==> src/dpat_pkg.sv <==
// Shared types and constants for the demand-paged address translator.
// Used by every module in src; depends on nothing else.
`timescale 1ns / 1ps

package dpat_pkg;

  // Geometry
  localparam int FRAME_BYTES = 256;
  localparam int FRAME_COUNT = 256;
  localparam int PAGE_COUNT  = 256;

  localparam int ADDR_W   = 16;
  localparam int PADDR_W  = 16;
  localparam int REQ_W    = 8;
  localparam int BYTE_W   = 8;
  localparam int FAULT_W  = 16;
  localparam int XLAT_W   = 32;
  localparam int STATUS_W = 3;

  localparam int OFFSET_W  = $clog2(FRAME_BYTES);
  localparam int FRAME_W   = $clog2(FRAME_COUNT);
  localparam int PAGE_W    = $clog2(PAGE_COUNT);
  localparam int NFF_W     = $clog2(FRAME_COUNT + 1);
  localparam int MEM_AW    = FRAME_W + OFFSET_W;
  localparam int MEM_WORDS = FRAME_COUNT * FRAME_BYTES;

  // Queue between front and back
  localparam int QDEPTH = 4;
  localparam int QPTR_W = $clog2(QDEPTH);
  localparam int QCNT_W = $clog2(QDEPTH + 1);

  typedef logic [OFFSET_W-1:0] offset_t;
  typedef logic [FRAME_W-1:0]  frame_t;
  typedef logic [PAGE_W-1:0]   page_t;
  typedef logic [BYTE_W-1:0]   byte_t;

  typedef enum logic [0:0] {
    OP_XLATE = 1'b0,
    OP_FILL  = 1'b1
  } opcode_t;

  typedef enum logic [STATUS_W-1:0] {
    ST_HIT     = 3'd0,
    ST_DONE    = 3'd1,
    ST_REQ     = 3'd2,
    ST_NOFRAME = 3'd3,
    ST_SEQ     = 3'd4
  } status_t;

  // One classified beat handed from front to back
  typedef struct packed {
    logic                emit;       // produces a result beat
    logic                we;         // writes one fill byte
    logic                rd;         // result carries address and data
    status_t             status;
    frame_t              frame;      // read location
    offset_t             offset;
    frame_t              wframe;     // write location
    offset_t             woffset;
    byte_t               wdata;
    logic [REQ_W-1:0]    req_page;
    logic [FAULT_W-1:0]  fault_total;
    logic [XLAT_W-1:0]   xlat_total;
  } cmd_t;

endpackage

==> src/dpat_queue.sv <==
// Short command queue between the front end and the back end.
// Register-based FIFO of cmd_t entries; uses dpat_pkg.
`timescale 1ns / 1ps

module dpat_queue import dpat_pkg::*; (
  input  logic clk,
  input  logic rst,
  input  logic push,
  input  cmd_t push_cmd,
  output logic full,
  input  logic pop,
  output logic nonempty,
  output cmd_t head
);

  cmd_t              entry [QDEPTH];
  logic [QPTR_W-1:0] wr_ptr;
  logic [QPTR_W-1:0] rd_ptr;
  logic [QCNT_W-1:0] count;

  assign full     = (count == QCNT_W'(QDEPTH));
  assign nonempty = (count != '0);
  assign head     = entry[rd_ptr];

  // Store the pushed beat
  always_ff @(posedge clk) begin
    if (push) begin
      entry[wr_ptr] <= push_cmd;
    end
  end

  // Advance pointers and occupancy
  always_ff @(posedge clk) begin
    if (rst) begin
      wr_ptr <= '0;
      rd_ptr <= '0;
      count  <= '0;
    end else begin
      if (push) begin
        wr_ptr <= wr_ptr + 1'b1;
      end
      if (pop) begin
        rd_ptr <= rd_ptr + 1'b1;
      end
      if (push && !pop) begin
        count <= count + 1'b1;
      end else if (pop && !push) begin
        count <= count - 1'b1;
      end
    end
  end

`ifndef SYNTHESIS
  a_no_overflow: assert property (@(posedge clk) disable iff (rst)
    push |-> !full)
    else $error("push into a full queue");

  a_no_underflow: assert property (@(posedge clk) disable iff (rst)
    pop |-> nonempty)
    else $error("pop from an empty queue");

  a_count_bound: assert property (@(posedge clk) disable iff (rst)
    count <= QCNT_W'(QDEPTH))
    else $error("queue occupancy out of range");
`endif

endmodule

==> config.mk <==
export PLATFORM = sky130hd
export DESIGN_NAME = dpat_queue
export DESIGN_NICKNAME = d
export VERILOG_FILES = /design/src/dpat_pkg.sv /design/src/dpat_queue.sv
export SDC_FILE = /design/constraint.sdc
export NUM_CORES = 1
export LEC_CHECK = 0
export ABC_CLOCK_PERIOD_IN_PS = 4200
export BUFFER_PORTS_ARGS = -buffer_cell sky130_fd_sc_hd__buf_4
export CAP_MARGIN = 15
export CORE_UTILIZATION = 50
export DETAILED_ROUTE_END_ITERATION = 12
export GPL_ROUTABILITY_DRIVEN = 0
export PLACE_DENSITY = 0.81
export SLEW_MARGIN = 40
export SYNTH_ARGS = -nofsm -noshare
export SYNTH_HDL_FRONTEND = slang
export SYNTH_SLANG_ARGS = --single-unit
==> constraint.sdc <==
create_clock -name clk -period 4.2 [get_ports clk]
set_input_delay 0.84 -clock clk [delete_from_list [all_inputs] [get_ports clk]]
set_output_delay 0.84 -clock clk [all_outputs]
set_load 0.01 [all_outputs]
Word-level counts from Yosys, hierarchy flattened:

Memories as Yosys holds them, arrays and structs flattened. A register that Yosys moved wholly into a read port is not among the register bits.
Cells that the tools add are included.

* add/subtract/negate cells: 4
* equal/unequal tests: 1
* mux-type cells: 6
* reduce and logical (&&, ||, !) cells: 6

Operators by type and width (count)
* $mux W3: 2
* $add A2 B1 Y2 const B: 2
* $mux W2: 2
* $add A3 B1 Y3 const B: 1
* $eq A3 B3 Y1 const B: 1
* $reduce_bool A3 Y1: 1
* $sub A3 B1 Y3 const B: 1
* $logic_and A1 B1 Y1: 2
* $logic_not A1 Y1: 2
* $mux W1: 2
* $reduce_bool A2 Y1: 1

* flip-flop bits (word level): 7
* bits in writable memories: 408
* bits of input ports: 106
* output and inout bits: 104
* word-level logic and storage cells: 21
* memories: 1

Memories
* entry: words 4, bits a word 102, read ports 1, clocked after memory_dff 1, write ports 1, RTL line dpat_queue.sv:16 `cmd_t entry [QDEPTH];`

Logic depth before layout (Yosys ltp):

Gate-level depths: netlist of run 1.

* word-level depth: 4
* gate-level depth with buffers: 7
* mapped depth without buffers: 7

Worst setup path after synthesis of run 1:

OpenSTA, ideal clock, no wires.

* path type: input -> register
* start: input port push
* end: memory entry[0][0] (netlist name), enable pin
* setup time: 472 ps
* arrival: 3193 ps
* required time: 3728 ps
* path slack: 534 ps
* stages: 1
* path buffers: 0
* cell sequence: and2_1

* word-level cells in the longest chain between the ends: 2

RTL lines
* start, declared: RTL line dpat_queue.sv:8 `input logic push,`
* $mux W1: RTL line dpat_queue.sv:27 `if (push) begin`
* $mux W1 (implied by the code): RTL line dpat_queue.sv:28 `entry[wr_ptr] <= push_cmd;`
* end, declared: RTL line dpat_queue.sv:16

No other way between the ends.

==> flow_metrics.py, run 1 <==
metrics = {
    "routing": {
        "wirelength_um": 26900,
        "wl_met1_um": 10900,
        "drtIter0Drc": 499,
        "ant_nets": 0,
        "via_per_inst": 5.41,
        "top_layer_used": "met4",
        "wl_met2_um": 13600,
        "wl_met3_um": 2040,
        "wl_per_cell_um": 21.7,
        "vias": 6694,
        "first_pass_iters": 4,
        "drc_errors": 0,
    },
    "critical_path": {
        "cp_max_fo": 63,
        "startpoint_type": "flop",
        "slowest_stage": "dfxtp_4",
        "max_stage_delay_ns": 0.74,
        "crit_chain": "buf_12 > mux4_2 > buf_4",
        "regToRegEndpoint": "entry[2][0]$_DFFE_PP_",
        "worst_ep_arrival_time_ns": 2.33,
        "worst_r2r_path_depth": 4,
        "crit_path_end_kind": "primary output",
        "worstPathRequired_ns": 3.36,
        "critPathKind": "reg2out",
        "r2r_start": "wr_ptr[0]$_SDFFE_PP0P_",
        "reg2reg_slack_ns": 2.17,
    },
    "finish": {
        "antenna_cells": 0,
        "fillers": 1940,
        "num-nets-final": 928,
        "seq_area_um2": 12400,
        "multiInputGateArea_um2": 2540,
        "drive_above_1_share_pct": 45.3,
        "syn_to_final_growth_pct": 22.8,
        "fin_util_pct": 62.6,
    },
    "floorplan": {
        "dieArea_um2": 31000,
        "io-pin-count": 210,
        "core_area_um2": 29700,
        "die_h_um": 176,
        "die_x_um": 176,
        "rows": 63,
        "start_util_pct": 51.0,
    },
    "placed_design": {
        "dpl.hpwl_um": 16000,
        "io_buffers": 209,
    },
    "yosys": {
        "synth_top_family_by_area": "multiplexers",
        "yosysSeqAreaShare_pct": 82.1,
        "synth_fa_ha_area_share_pct": 0.545,
        "syn_inst": 576,
        "yosys-mux-area-fraction_pct": 15.3,
        "avgSynthCellArea_um2": 26.3,
        "synth-compound-area-share_pct": 0.0661,
        "ys_ff_latch": 417,
        "ys_types": 19,
        "syn_area_um2": 15100,
        "ys_warn_count": 0,
        "synth_nets": 688,
        "synth-xor-area-share_pct": 0.289,
        "synth_simple_gate_area_share_pct": 0.496,
    },
    "global_routing": {
        "grt_usage_pct": 17.7,
        "grt_overflow_total": 0,
        "antenna_found_initial": 0,
        "grt_pass1_vias": 7185,
        "grt_pass1_wl_um": 41000,
        "grt_max_degree": 65,
    },
    "clocking": {
        "clockBufferDepth": 3,
        "clock_sink_count": 417,
        "numCtsBuffers": 43,
        "cts_resized": 0,
        "cts_max_level": 2,
        "cts_tree": "done",
        "ctsHoldBuffers": 0,
        "clkSlewWorstSetupHoldPaths_ns": 0.06,
        "cts_root_buffer": "clkbuf_16",
        "post_cts_buffers": 0,
        "clk_latency_ns": 0.52,
    },
    "power": {
        "ir_worst_vdd_uv": 458,
        "leakage_nw": 6.26,
        "p_per_area_nw_per_um2": 511,
    },
    "timing": {
        "timing.slew.headroom_pct": 49.9,
        "grt_setup_unrepaired": "no",
        "fin_crit_sh_pct": 75.6,
        "finalSetupViolCount": 0,
        "fin_skew_ns": 0.00892,
        "worstMarginPinSlew_ns": 0.751,
        "slew_violations": 0,
        "max_freq_mhz": 315,
        "period_minus_slack_ns": 3.17,
        "tns_ns": 0,
        "finalHoldViolCount": 0,
    },
    "hold_path": {
        "hp-class": "reg2reg",
        "hold_end": "count[2]$_SDFFE_PP0P_",
        "hold_start": "count[2]$_SDFFE_PP0P_",
        "holdPathStages": 2,
    },
    "flow_run": {
        "maxCapViolations": 0,
    },
    "run_status": {
        "status": "completed",
    },
}
cells in the mapped netlist:
| cell | n | share of area, % |
|---|---|---|
| xor2_1 | 3 | 0.17 |
| and2_1 | 4 | 0.17 |
| ha_1 | 5 | 0.41 |
| inv_1 | 4 | 0.099 |
| nor2_1 | 7 | 0.17 |
| fa_1 | 1 | 0.13 |
| buf_2 | 10 | 0.33 |
| mux4_2 | 102 | 15 |
| o21ai_0 | 1 | 0.033 |
| xnor2_1 | 2 | 0.12 |
| buf_6 | 9 | 0.67 |
| nand2_1 | 1 | 0.025 |
| mux2i_1 | 2 | 0.13 |
| nor3b_1 | 1 | 0.050 |
| clkbuf_1 | 4 | 0.099 |
| edfxtp_1 | 408 | 81 |
| or3_1 | 2 | 0.083 |
| dfxtp_1 | 9 | 1.2 |
| a21oi_1 | 1 | 0.033 |
kinds of logic after synthesis:
family / after synthesis
adder cells (fa/ha/maj): 6
XOR/XNOR: 5
buffers and inverters: 27
AO/OA/AOI/OAI: 2
multiplexers: 104
AND/OR/NAND/NOR: 15
flip-flops: 417
stage by stage:
step | area, um2 | setup slack (ns) | cells | total power [mW] | hold WS (ns)
6_report | 18600 | 1.03 | 1238 | 9.50 | 0.513
5_1_grt | 18600 | 0.933 | 1238 | 9.81 | 0.493
4_1_cts | 18600 | 0.976 | 1238 | 9.60 | 0.489
3_5_place_dp | 17200 | 1.54 | 1161 | 5.92 | 0.498
3_3_place_gp | 17200 | 1.56 | 1161 | 5.89 | 0.490
2_1_floorplan | 15100 | 0.534 | 576 | 5.44 | 0.461
layout make-up:
cell class                      instances  area share, %
Timing Repair Buffer                  218           9.27
Tap cell                              390           2.62
Sequential cell                       417           66.9
Inverter                                4         0.0807
Multi-Input combinational cell        132           13.7
Clock buffer                           62           6.51
Clock inverter                         15          0.982
state kept, by name (all words and copies together) (netlist names), named ones only:
| register | flops |
|---|---|
| count | 3 |
| rd_ptr | 2 |
| wr_ptr | 2 |
| entry | 408 |
power breakdown:
group	leakage, nW	switching [mW]	internal [mW]
Clock	0.675	1.44	2.25
Combinational	1.76	0.458	0.505
Sequential	3.82	0.0677	4.78
Total	6.26	1.96	7.54
worst max-delay path, delay by kind of cell, from the launching register on:
| family | cells | cell delay, ns |
|---|---|---|
| flops | 1 | 0.74 |
| mux | 1 | 0.42 |
| buf+inv | 2 | 0.54 |
how the worst max path moves through the flow:
stage / to / slack (ns) / cells after the start
final: head[36] / 1.03 / 3
after detailed placement: head[36] / 1.54 / 3
after CTS: head[36] / 0.98 / 3
after global placement: head[35] / 1.56 / 3
after floorplan: entry[0][0]$_DFFE_PP_ / 0.53 / 1
after global routing: head[36] / 0.93 / 3
placed cells by master (no fill, tap or decap):
cell | Yosys | layout
a21oi_1 | 1 | 1
and2_4 | 0 | 4
buf_12 | 0 | 7
buf_4 | 0 | 211
bufinv_16 | 0 | 4
clkbuf_1 | 4 | 15
clkbuf_16 | 0 | 45
clkbuf_8 | 0 | 2
clkinv_1 | 0 | 4
clkinv_2 | 0 | 4
clkinv_4 | 0 | 1
clkinvlp_4 | 0 | 1
dfxtp_1 | 9 | 7
dfxtp_4 | 0 | 2
edfxtp_1 | 408 | 408
fa_1 | 1 | 1
ha_1 | 5 | 5
inv_1 | 4 | 4
inv_8 | 0 | 1
mux2i_1 | 2 | 2
mux4_2 | 102 | 102
nand2_1 | 1 | 1
nor2_1 | 7 | 7
nor3b_1 | 1 | 1
o21ai_0 | 1 | 1
or3_1 | 2 | 2
xnor2_1 | 2 | 2
xor2_1 | 3 | 3
layer usage:
| layer | GRT usage [%] | vias to the layer above |
|---|---|---|
| met1 | 23.6 | 3483 |
| met3 | 4.93 | 32 |
| met5 | 0 | - |
| met4 | 3.95 | 0 |
| met2 | 29.4 | 223 |
| li1 | - | 2956 |
No activity file was read; power rests on OpenSTA's default activity.
==> run 2, diff against run 1 <==
--- a/config.mk
+++ b/config.mk
@@ -5,13 +5,13 @@
 export SDC_FILE = /design/constraint.sdc
 export NUM_CORES = 1
 export LEC_CHECK = 0
-export ABC_CLOCK_PERIOD_IN_PS = 4200
+export ABC_CLOCK_PERIOD_IN_PS = 2700
 export BUFFER_PORTS_ARGS = -buffer_cell sky130_fd_sc_hd__buf_4
 export CAP_MARGIN = 15
 export CORE_UTILIZATION = 50
 export DETAILED_ROUTE_END_ITERATION = 12
 export GPL_ROUTABILITY_DRIVEN = 0
-export PLACE_DENSITY = 0.81
+export PLACE_DENSITY = 0.84
 export SLEW_MARGIN = 40
 export SYNTH_ARGS = -nofsm -noshare
 export SYNTH_HDL_FRONTEND = slang
==> constraint.sdc (replaced) <==
create_clock -name clk -period 2.7 [get_ports clk]
set_input_delay 0.54 -clock clk [delete_from_list [all_inputs] [get_ports clk]]
set_output_delay 0.54 -clock clk [all_outputs]
set_load 0.01 [all_outputs]
==> run 2 against run 1 <==
Power increased by 59%. Register-to-register slack worse by 1.2 ns. Flip-flop and latch count unchanged. Largest cell class unchanged. Highest routed layer unchanged.
==> flow_metrics.py, run 2 (synthesis results as in run 1) <==
metrics = {
    "routing": {
        "via_per_inst": 5.46,
        "drc_errors": 0,
        "wirelength_um": 28200,
        "drtIter0Drc": 546,
        "ant_nets": 0,
        "vias": 6807,
        "first_pass_iters": 4,
        "wl_per_cell_um": 22.6,
    },
    "clocking": {
        "cts_resized": 0,
        "post_cts_buffers": 0,
        "numCtsBuffers": 42,
        "cts_tree": "done",
        "clkSlewWorstSetupHoldPaths_ns": 0.06,
        "clockBufferDepth": 3,
        "ctsHoldBuffers": 0,
        "clock_sink_count": 417,
        "cts_root_buffer": "clkbuf_16",
        "clk_latency_ns": 0.52,
        "cts_max_level": 2,
    },
    "global_routing": {
        "grt_pass1_vias": 7331,
        "antenna_found_initial": 0,
        "grt.busiest_layer": "met2",
        "grt_use_met3_pct": 4.91,
        "grt_usage_pct": 18.5,
        "use_met2_pct": 30.8,
        "grt_overflow_total": 0,
        "grt_pass1_wl_um": 42600,
        "grt_max_degree": 57,
        "grt_util_met1_pct": 24.1,
    },
    "power": {
        "leakage_nw": 6.36,
        "ir_worst_vdd_uv": 624,
        "total_power_mw": 15.1,
        "p_per_area_nw_per_um2": 804,
    },
    "critical_path": {
        "cp_max_fo": 43,
        "crit_path_end_kind": "primary output",
        "startpoint_type": "flop",
        "worstPathRequired_ns": 2.16,
        "critPathKind": "reg2out",
        "worst_ep_arrival_time_ns": 2.04,
    },
    "timing": {
        "finalSetupViolCount": 0,
        "finalHoldViolCount": 0,
        "tns_ns": 0,
        "worstMarginPinSlew_ns": 0.483,
        "timing.slew.headroom_pct": 67.8,
        "fin_crit_sh_pct": 95.5,
        "max_freq_mhz": 388,
        "fin_skew_ns": 0.0125,
        "slew_violations": 0,
        "period_minus_slack_ns": 2.58,
        "grt_setup_unrepaired": "no",
    },
    "floorplan": {
        "rows": 63,
        "core_area_um2": 29700,
        "die_x_um": 176,
        "die_h_um": 176,
        "io-pin-count": 210,
        "dieArea_um2": 31000,
        "start_util_pct": 51.0,
    },
    "finish": {
        "num-nets-final": 937,
        "drive_above_1_share_pct": 46.8,
        "antenna_cells": 0,
        "final_cell_mix": "edfxtp_1, buf_4, mux4_2, clkbuf_16, buf_12",
        "syn_to_final_growth_pct": 24.1,
        "final_common_cell": "edfxtp_1",
        "largest_reg_flops": 408,
        "stdcell_area_um2": 18800,
        "reg_top3": "entry (408), count (3)",
        "regMostFlops": "entry",
    },
    "flow_run": {
        "maxCapViolations": 0,
    },
    "hold_path": {
        "hp-class": "in2reg",
    },
    "placed_design": {
        "dpl.hpwl_um": 16800,
        "io_buffers": 209,
        "place_area_um2": 17300,
    },
    "run_status": {
        "status": "completed",
    },
}
-- run 2: path summary, 6_finish.rpt --
check	cells past startpoint	endpoint	slack (ns)	from
min reg2reg	2	count[2]$_SDFFE_PP0P_	0.51	count[2]$_SDFFE_PP0P_
max	3	head[95]	0.12	flop
min	1	entry[2][72]$_DFFE_PP_	0.21	push_cmd[72]
max reg2reg	4	entry[0][46]$_DFFE_PP_	0.98	wr_ptr[0]$_SDFFE_PP0P_
-- run 2: layer usage --
layer	share of wire (%)	up-vias
li1	-	2977
met5	0	-
met4	1.9	0
met1	40	3531
met3	7.0	49
met2	51	250
-- run 2: metrics by stage --
stage               utilization, %  worst slack [ns]  hold WS [ns]  std cells
finish                        63.2             0.122         0.211       1246
global route                  63.2            0.0272         0.191       1246
CTS                           63.2            0.0600         0.191       1246
detailed placement            58.3             0.662         0.499       1171
global placement              58.3             0.673         0.483       1171
floorplan                        -             0.457         0.461        576
-- run 2: power by group --
| group | leakage [nW] | total (mW) | internal (mW) | switching (mW) |
|---|---|---|---|---|
| registers | 3.82 | 7.51 | 7.43 | 0.0795 |
| clock network | 0.709 | 6.04 | 3.70 | 2.34 |
| logic | 1.83 | 1.56 | 0.810 | 0.750 |
-- run 2: worst max-delay path, cell delays in order, from the launching register on --
cell     delay, ns
dfxtp_4       0.40
buf_12        0.32
mux4_2        0.58
buf_4         0.17
-- run 2: cell type report --
class | instances | area (um2)
Timing Repair Buffer | 228 | 1850
Fill cell | 1918 | 10900
Sequential cell | 417 | 12400
Tap cell | 390 | 488
Inverter | 4 | 15.0
Multi-Input combinational cell | 132 | 2540
Clock inverter | 27 | 320
Clock buffer | 48 | 1140
