[src/dpat_pkg.sv]
// Shared types and constants for the demand-paged address translator.
// Used by every module in src; depends on nothing else.
`timescale 1ns / 1ps

package dpat_pkg;

  // Geometry
  localparam int FRAME_BYTES = 256;
  localparam int FRAME_COUNT = 256;
  localparam int PAGE_COUNT  = 256;

  localparam int ADDR_W   = 16;
  localparam int PADDR_W  = 16;
  localparam int REQ_W    = 8;
  localparam int BYTE_W   = 8;
  localparam int FAULT_W  = 16;
  localparam int XLAT_W   = 32;
  localparam int STATUS_W = 3;

  localparam int OFFSET_W  = $clog2(FRAME_BYTES);
  localparam int FRAME_W   = $clog2(FRAME_COUNT);
  localparam int PAGE_W    = $clog2(PAGE_COUNT);
  localparam int NFF_W     = $clog2(FRAME_COUNT + 1);
  localparam int MEM_AW    = FRAME_W + OFFSET_W;
  localparam int MEM_WORDS = FRAME_COUNT * FRAME_BYTES;

  // Queue between front and back
  localparam int QDEPTH = 4;
  localparam int QPTR_W = $clog2(QDEPTH);
  localparam int QCNT_W = $clog2(QDEPTH + 1);

  typedef logic [OFFSET_W-1:0] offset_t;
  typedef logic [FRAME_W-1:0]  frame_t;
  typedef logic [PAGE_W-1:0]   page_t;
  typedef logic [BYTE_W-1:0]   byte_t;

  typedef enum logic [0:0] {
    OP_XLATE = 1'b0,
    OP_FILL  = 1'b1
  } opcode_t;

  typedef enum logic [STATUS_W-1:0] {
    ST_HIT     = 3'd0,
    ST_DONE    = 3'd1,
    ST_REQ     = 3'd2,
    ST_NOFRAME = 3'd3,
    ST_SEQ     = 3'd4
  } status_t;

  // One classified beat handed from front to back
  typedef struct packed {
    logic                emit;       // produces a result beat
    logic                we;         // writes one fill byte
    logic                rd;         // result carries address and data
    status_t             status;
    frame_t              frame;      // read location
    offset_t             offset;
    frame_t              wframe;     // write location
    offset_t             woffset;
    byte_t               wdata;
    logic [REQ_W-1:0]    req_page;
    logic [FAULT_W-1:0]  fault_total;
    logic [XLAT_W-1:0]   xlat_total;
  } cmd_t;

endpackage

[src/dpat_front.sv]
// Front end: accepts beats, looks up the page table and classifies each beat.
// Holds the page table, fill sequencing and the running totals; uses dpat_pkg.
`timescale 1ns / 1ps

module dpat_front import dpat_pkg::*; (
  input  logic                clk,
  input  logic                rst,
  input  logic                in_valid,
  output logic                in_stall,
  input  logic                opcode,
  input  logic [ADDR_W-1:0]   vaddr,
  input  logic signed [7:0]   fill_byte,
  output logic                push,
  output cmd_t                push_cmd,
  input  logic                q_full
);

  // Item register and table read data
  logic              st_valid;
  opcode_t           st_op;
  logic [ADDR_W-1:0] st_addr;
  byte_t             st_fill;
  frame_t            tbl_rd;

  // Page table
  logic [PAGE_COUNT-1:0] page_valid;
  frame_t                page_frame [PAGE_COUNT];

  // Translator state
  logic [NFF_W-1:0]   next_free_frame, next_free_frame_next;
  logic [FAULT_W-1:0] fault_count, fault_count_next;
  logic [XLAT_W-1:0]  translation_count, translation_count_next;
  logic               filling, filling_next;
  offset_t            fill_pos, fill_pos_next;
  offset_t            pending_offset, pending_offset_next;
  frame_t             pending_frame, pending_frame_next;

  logic    advance;
  logic    in_acc;
  logic    map_we;
  page_t   st_page;
  offset_t st_off;
  page_t   in_page;

  assign advance  = st_valid && !q_full;
  assign in_stall = st_valid && q_full;
  assign in_acc   = in_valid && !in_stall;
  assign push     = advance;
  assign st_page  = st_addr[OFFSET_W +: PAGE_W];
  assign st_off   = st_addr[OFFSET_W-1:0];
  assign in_page  = vaddr[OFFSET_W +: PAGE_W];

  // Load the item register
  always_ff @(posedge clk) begin
    if (rst) begin
      st_valid <= 1'b0;
    end else if (in_acc) begin
      st_valid <= 1'b1;
    end else if (advance) begin
      st_valid <= 1'b0;
    end
  end

  always_ff @(posedge clk) begin
    if (in_acc) begin
      st_op   <= opcode_t'(opcode);
      st_addr <= vaddr;
      st_fill <= byte_t'(fill_byte);
    end
  end

  // Page table: write on map, read at accept; forward a same-cycle map
  always_ff @(posedge clk) begin
    if (advance && map_we) begin
      page_frame[st_page] <= pending_frame_next;
    end
    if (in_acc) begin
      if (advance && map_we && (st_page == in_page)) begin
        tbl_rd <= pending_frame_next;
      end else begin
        tbl_rd <= page_frame[in_page];
      end
    end
  end

  // Classify the held beat and work out the next state
  always_comb begin
    push_cmd               = '0;
    push_cmd.status        = ST_SEQ;
    push_cmd.fault_total   = fault_count;
    push_cmd.xlat_total    = translation_count;
    map_we                 = 1'b0;
    next_free_frame_next   = next_free_frame;
    fault_count_next       = fault_count;
    translation_count_next = translation_count;
    filling_next           = filling;
    fill_pos_next          = fill_pos;
    pending_offset_next    = pending_offset;
    pending_frame_next     = pending_frame;

    unique case (st_op)
      OP_XLATE: begin
        push_cmd.emit = 1'b1;
        if (filling) begin
          push_cmd.status = ST_SEQ;
        end else if (page_valid[st_page]) begin
          if (translation_count != '1) begin
            translation_count_next = translation_count + 1'b1;
          end
          push_cmd.status     = ST_HIT;
          push_cmd.rd         = 1'b1;
          push_cmd.frame      = tbl_rd;
          push_cmd.offset     = st_off;
          push_cmd.xlat_total = translation_count_next;
        end else if (next_free_frame >= NFF_W'(FRAME_COUNT)) begin
          push_cmd.status = ST_NOFRAME;
        end else begin
          if (fault_count != '1) begin
            fault_count_next = fault_count + 1'b1;
          end
          map_we               = 1'b1;
          pending_frame_next   = next_free_frame[FRAME_W-1:0];
          next_free_frame_next = next_free_frame + 1'b1;
          pending_offset_next  = st_off;
          fill_pos_next        = '0;
          filling_next         = 1'b1;
          push_cmd.status      = ST_REQ;
          push_cmd.req_page    = REQ_W'(st_page);
          push_cmd.fault_total = fault_count_next;
        end
      end
      OP_FILL: begin
        if (!filling) begin
          push_cmd.emit   = 1'b1;
          push_cmd.status = ST_SEQ;
        end else begin
          push_cmd.we      = 1'b1;
          push_cmd.wframe  = pending_frame;
          push_cmd.woffset = fill_pos;
          push_cmd.wdata   = st_fill;
          fill_pos_next    = fill_pos + 1'b1;
          if (fill_pos == OFFSET_W'(FRAME_BYTES - 1)) begin
            if (translation_count != '1) begin
              translation_count_next = translation_count + 1'b1;
            end
            filling_next        = 1'b0;
            fill_pos_next       = '0;
            push_cmd.emit       = 1'b1;
            push_cmd.rd         = 1'b1;
            push_cmd.status     = ST_DONE;
            push_cmd.frame      = pending_frame;
            push_cmd.offset     = pending_offset;
            push_cmd.xlat_total = translation_count_next;
          end
        end
      end
      default: begin
        push_cmd.emit = 1'b1;
      end
    endcase
  end

  // Commit state as the beat leaves for the queue
  always_ff @(posedge clk) begin
    if (rst) begin
      page_valid        <= '0;
      next_free_frame   <= '0;
      fault_count       <= '0;
      translation_count <= '0;
      filling           <= 1'b0;
      fill_pos          <= '0;
      pending_offset    <= '0;
      pending_frame     <= '0;
    end else if (advance) begin
      if (map_we) begin
        page_valid[st_page] <= 1'b1;
      end
      next_free_frame   <= next_free_frame_next;
      fault_count       <= fault_count_next;
      translation_count <= translation_count_next;
      filling           <= filling_next;
      fill_pos          <= fill_pos_next;
      pending_offset    <= pending_offset_next;
      pending_frame     <= pending_frame_next;
    end
  end

`ifndef SYNTHESIS
  a_fill_has_frame: assert property (@(posedge clk) disable iff (rst)
    filling |-> (next_free_frame != '0))
    else $error("filling without an allocated frame");

  a_fill_pos_idle: assert property (@(posedge clk) disable iff (rst)
    (fill_pos != '0) |-> filling)
    else $error("fill position moved outside a fill");

  a_req_starts_fill: assert property (@(posedge clk) disable iff (rst)
    (push && push_cmd.emit && (push_cmd.status == ST_REQ)) |=> filling)
    else $error("page request did not start a fill");
`endif

endmodule

[config.mk]
export PLATFORM = sky130hd
export DESIGN_NAME = dpat_front
export DESIGN_NICKNAME = d
export VERILOG_FILES = /design/src/dpat_pkg.sv /design/src/dpat_front.sv
export SDC_FILE = /design/constraint.sdc
export NUM_CORES = 2
export LEC_CHECK = 0
export ABC_AREA = 1
export BUFFER_PORTS_ARGS = -buffer_cell sky130_fd_sc_hd__buf_2
export CAP_MARGIN = 20
export CORE_MARGIN = 1.5
export CORE_UTILIZATION = 25
export DETAILED_ROUTE_END_ITERATION = 12
export HOLD_SLACK_MARGIN = 0.1
export PLACE_DENSITY = 0.46
export SKIP_LAST_GASP = 1
export SLEW_MARGIN = 10
export SYNTH_ARGS = -nofsm -noshare
export SYNTH_HDL_FRONTEND = slang
export SYNTH_SLANG_ARGS = --single-unit
[constraint.sdc]
create_clock -name clk -period 5.8 [get_ports clk]
set_input_delay 0.87 -clock clk [delete_from_list [all_inputs] [get_ports clk]]
set_output_delay 0.87 -clock clk [all_outputs]
set_load 0.01 [all_outputs]
After elaboration in Yosys (flattened, before gate mapping)
Memory sizes are Yosys's and may differ from the RTL's. A register that Yosys moved wholly into a read port is not among the register bits.
Index checks and enable logic that the tools add are counted.
{ "word_totals": {"ff_bits": 364, "mem_bits_rw": 2048, "in_bits": 29, "output_inout_bits": 104, "word_cells": 99, "mem_count": 1} }
{ "mem_list": {"columns": ["name", "words", "width", "read_ports", "rd_ports_with_merged_regs", "write_ports", "line_no", "text"], "rows": [
  ["page_frame", 256, 8, 1, 1, 1, "dpat_front.sv:27", "frame_t page_frame [PAGE_COUNT];"]
]} }
{ "op_classes": {"n_addsub": 4, "n_lt_le_gt_ge": 3, "n_eq_ne": 7, "n_mux": 55, "bitwise_logic": 5, "reduce_logical": 12} }
{ "ops": {"columns": ["operator", "count"], "rows": [
  ["$or A256 B256 Y256", 1],
  ["$mux W32", 5],
  ["$pmux W32 S2", 2],
  ["$mux W24", 4],
  ["$mux W8", 9],
  ["$mux W56", 1],
  ["$mux W16", 3],
  ["$mux W40", 1],
  ["$pmux W20 S2", 1],
  ["$add A32 B1 Y32 const B", 1],
  ["$ne A32 B32 Y1 const B", 1],
  ["$mux W20", 1],
  ["$mux W1", 19],
  ["$add A16 B1 Y16 const B", 1],
  ["$ne A16 B16 Y1 const B", 1],
  ["$pmux W8 S2", 1],
  ["$reduce_and A5 Y1", 2],
  ["$add A9 B1 Y9 const B", 1],
  ["$ge A9 B9 Y1 const B", 1],
  ["$lt A8 B9 Y1 const B", 1],
  ["$add A8 B1 Y8 const B", 1],
  ["$bmux W1 S8", 1],
  ["$demux W1 S8", 1],
  ["$eq A8 B8 Y1 const B", 1],
  ["other kinds (11)", 25]
]} }

Longest topological paths before layout
{ "depth": {"word_depth": 8, "ltp_mapped": 24, "ltp_nobuf": 19} }

Least setup slack after synthesis
No wires, ideal clock.
{ "synth_timing": {"path_type": "register to register", "startpoint": "register st_addr[9]", "endpoint": "memory page_frame[0][0] in the netlist's numbering (data pin)", "setup_ns": 0.825, "arrival_ns": 5.204, "t_required_ns": 4.975, "slack_ns": -0.229, "path_stages_with_launch": 20, "n_path_buf": 4, "period_less_slack_ns": 6.029, "path_cell_list": "edfxtp_1 buf_2 inv_2 buf_2 clkbuf_1 nand2_1 nand2_1 nand2_1 nand2_1 nor2_1 nor2_1 nor2_1 nand2_1 nand2_1 nand2_2 nor2_4 nand3_1 clkbuf_1 nand2_1 nand2_1"} }
{ "synth_via": {"elab_chain_cells": 5} }
{ "synth_lines": {"columns": ["element", "line_no", "text"], "rows": [
  ["start, declared", "dpat_front.sv:21", "logic [ADDR_W-1:0] st_addr;"],
  ["start signal, assigned", "dpat_front.sv:67", "st_addr <= vaddr;"],
  ["$bmux W1 S8", "dpat_front.sv:106", "end else if (page_valid[st_page]) begin"],
  ["$mux W1 (implied by the code)", "dpat_front.sv:106", null],
  ["$mux W8", "dpat_front.sv:106", null],
  ["$mux W8", "dpat_front.sv:104", "if (filling) begin"],
  ["$mux W8", "dpat_front.sv:101", "unique case (st_op)"],
  ["net pending_frame_next[0]", "dpat_front.sv:36", "frame_t pending_frame, pending_frame_next;"],
  ["end, declared", "dpat_front.sv:27", null]
]} }
The timed path passes the listed nets, and every way through them passes these cells. The select of a mux whose other input is x is not followed.

==> results by group <==
Power
  • Lkg Pwr: 0.03970 µW
  • Seq pwr share: 0.490
  • Pwr dens: 320.1 nW/µm²
  • Int Power: 29280 µW
  • Clk network pwr share: 0.447
  • Switching pwr: 9231 µW
  • Switching Fraction: 0.2397
  • Worst IR Drop VDD: 0.0001910 V
  • Comb power frac: 0.063

Route
  • Via density per instance: 4.888
  • Total wire length: 351800 µm
  • Vias: 76230
  • DR iter-0 viols: 7566
  • WL per Instance: 22.56 µm
  • DRT Pass-1 Iters: 6
  • Routed Antenna Nets: 0
  • DRC Markers: 0

Critical path
  • CP dominant cell by count: nand2_1
  • CP max-delay cell: inv_2
  • CP Cell Sequence: inv_2, buf_4, nand2_1, nand2_1, nand2_1, nand2_1, nand2_1, nand2_1, nor2_1, nor2_1, nor2_1, nand2_1, nand2_1, nand2_2, nor2_4, buf_4, buf_12, nand2_1, a21oi_1, o21ai_0, buf_2
  • CP top delay family: buffers and inverters
  • Worst EP required: 4.93 ns
  • Nature of the critical path startpoint: register
  • Worst Path Buf+Inv: 5
  • Kind of critical path: register to output port
  • Crit path arrival time: 4.49 ns
  • R2R depth: 19
  • FF-to-FF End: page_frame[36][5]
  • Flop2flop setup slack: 1.04 ns
  • CP max stage delay: 0.48 ns
  • Reg-to-Reg Start: st_addr[8]
  • Crit-path max FO: 45
  • Critical path capture point type: output port

STA
  • Final hold slack: 0.1784 ns
  • Headroom to the max-slew limit: 0.2612
  • Worst Tran Pin Value: 1.108 ns
  • RSZ-0062 raised after global routing: false
  • Final setup violating endpoints: 0
  • Fmax: 186.5 MHz
  • Final hold violation count: 0
  • Final period util: 0.9245
  • Min cycle time layout: 5.362 ns
  • Max Slew Vio Count: 0
  • Skew final: 0.08061 ns

Clocking
  • Inserted Clock Buffers: 283
  • Clock sinks: 2420
  • Clk_lat worst skew: 0.93 ns
  • # hold bufs at CTS: 0
  • CTS tree: done
  • Root Buffer: clkbuf_16
  • H-Tree Depth: 5
  • Max Root-Sink Buffers: 4
  • Post-CTS sizing: 0
  • Clk pin slew, worst setup/hold paths: 0.07 ns

GRT
  • Largest net degree at the start of global routing: 164
  • Vias in the first global route: 73740
  • First-pass GRT wire length: 516100 µm
  • Congestion Overflow GR: 0
  • Initial antenna violation count: 15
  • Total GRT Usage: 0.1619

Cells and area
  • Number of nets in the layout: 9933
  • Final cell count without fillers: 15600
  • Share of layout cells above drive strength 1: 0.08362
  • Finished Cell Area: 120300 µm²
  • Area growth from synthesis to layout: 15.53%
  • # fillers: 42960

Synthesis
  • Post-Syn Area per Cell: 10.38 µm²
  • Synth cell types: 39
  • Sequential area share after synthesis: 0.6653
  • Gate Count Post-Synth: 10030
  • Register bit count reported by yosys: 2420
  • YS warnings: 0
  • Syn_nets: 10070
  • Main flop type after synthesis: edfxtp_1
  • Synthesized area: 104100 µm²
  • Top-area cell type share of the netlist area: 0.6001
  • Most frequent cells after synthesis: 2081 x edfxtp_1, 1593 x nand2_1, 1566 x nor2_1
  • Asr flop ratio synth: 0
  • Post-synth EDFFs: 2081
  • Ranking of synthesized cells by area: edfxtp_1 60%, dfxtp_1 6.5%, o21ai_0 6.4%
  • Area leader, netlist: edfxtp_1
  • Most frequent cell after synthesis: edfxtp_1

Floorplan
  • Die area: 420400 µm²
  • Row cnt: 236
  • Die X: 648.4 µm
  • Core area: 414000 µm²
  • Die Y: 648.4 µm
  • Starting Density: 0.2515
  • Ports: 133

Min path
  • Worst hold start: vaddr[3]
  • Worst min-delay path class: input pin to register
  • Hold depth: 1
  • Hold EP: st_addr[3]

Place
  • Port bufs: 132
  • HPWL after DPL: 208800 µm
  • Gp weighted congestion: 0.8259
  • Placed standard-cell area: 111500 µm²
  • Placed insts: 15080

Status
  • Status: finished clean

Run
  • Max_cap viols: 0
-- worst max-delay path by stage --
stage / startpoint / to / slack, ns / depth (start not counted)
finish: st_addr[8] / push_cmd[11] / 0.44 / 21
global route: st_addr[8] / push_cmd[37] / 0.05 / 21
CTS: st_addr[8] / push_cmd[37] / 0.06 / 21
detailed placement: st_addr[8] / page_frame[80][5] / 0.92 / 20
global placement: st_addr[8] / page_frame[210][4] / 0.95 / 21
floorplan: st_addr[8] / page_frame[0][4] / -0.22 / 20
-- cells in the final DEF, fill, tap and decap left out, drive strengths merged --
| cell | n |
|---|---|
| xnor2 | 2 |
| a21o | 1 |
| nor2 | 1570 |
| clkbuf | 348 |
| nand4 | 290 |
| nand2 | 1605 |
| o211ai | 3 |
| o21ai | 1382 |
| dfxtp | 339 |
| clkinv | 124 |
| buf | 375 |
| o22ai | 532 |
| a31oi | 1 |
| a21boi | 2 |
| nor3 | 31 |
| a41oi | 1 |
| diode | 5 |
| nor3b | 2 |
| a21oi | 329 |
| o21bai | 191 |
| edfxtp | 2081 |
| inv | 281 |
| ha | 8 |
| clkinvlp | 7 |
| nand3b | 1 |
| bufinv | 13 |
| nand3 | 537 |
| nor4 | 9 |
| or2 | 4 |
| xor2 | 48 |
-- metrics by stage --
step	worst slack, ns	setup TNS [ns]	power (µW)	util
final	0.4376	0	38510	0.2906
after global routing	0.05121	0	39690	0.2906
after CTS	0.05694	0	38870	0.2905
after detailed placement	0.9216	0	21660	0.2693
after global placement	0.9473	0	21670	0.2693
after floorplan	-0.2227	-165.84	20630	-
-- sequential cells by signal, summed over array words and instances (netlist names) --
signal,count
st_addr,16
next_free_frame,9
pending_frame,8
fill_pos,8
page_valid,256
pending_offset,8
st_op,1
st_fill,8
tbl_rd,8
page_frame,2048
st_valid,1
filling,1
translation_count,32
fault_count,16
-- power by group through the flow --
| stage | clock network (µW) | logic (µW) | registers [µW] |
|---|---|---|---|
| after global placement | 0 | 2450 | 19200 |
| after floorplan | 0 | 1390 | 19200 |
| after global routing | 18200 | 2630 | 18900 |
| after detailed placement | 0 | 2440 | 19200 |
| final | 17200 | 2430 | 18900 |
| after CTS | 17600 | 2440 | 18900 |
-- layout make-up --
| class | instances | area (µm²) | area share |
|---|---|---|---|
| Clock inverter | 158 | 1192 | 0.009912 |
| Antenna cell | 5 | 12.51 | 0.0001040 |
| Multi-Input combinational cell | 6549 | 30900 | 0.2568 |
| Timing Repair Buffer | 375 | 3467 | 0.02882 |
| Clock buffer | 348 | 7577 | 0.06298 |
| Inverter | 267 | 1030 | 0.008560 |
| Tap cell | 5474 | 6849 | 0.05693 |
| Sequential cell | 2420 | 69280 | 0.5759 |
-- timing repair --
item / 4_1_cts / 5_1_grt
setup endpoints to repair: 0 / 13
hold endpoints to repair: 0 / 0
buffers inserted: 0 / 1
-- cells by family (layout without fill, tap and decap cells) --
family | count (synthesis) | count (layout) | share of synthesized area
AO/OA/AOI/OAI | 2442 | 2442 | 0.1285
XOR/XNOR | 50 | 50 | 0.004205
adder cells (fa/ha/maj) | 8 | 8 | 0.0009613
buffers and inverters | 1060 | 1148 | 0.03972
flip-flops | 2420 | 2420 | 0.6653
other | 0 | 5 | 0
AND/OR/NAND/NOR | 4049 | 4049 | 0.1613
-- layer usage --
layer  wire [µm]  track usage  vias up  part of all wire
li1            -            -    35510                 -
met1      161900       0.2311    38030              0.46
met2      160200       0.2569     2245              0.46
met3       20250      0.02157      452             0.058
met4        9470      0.04277        2             0.027
met5           7            0        -          0.000020
Power figures use the tool's default switching activity.
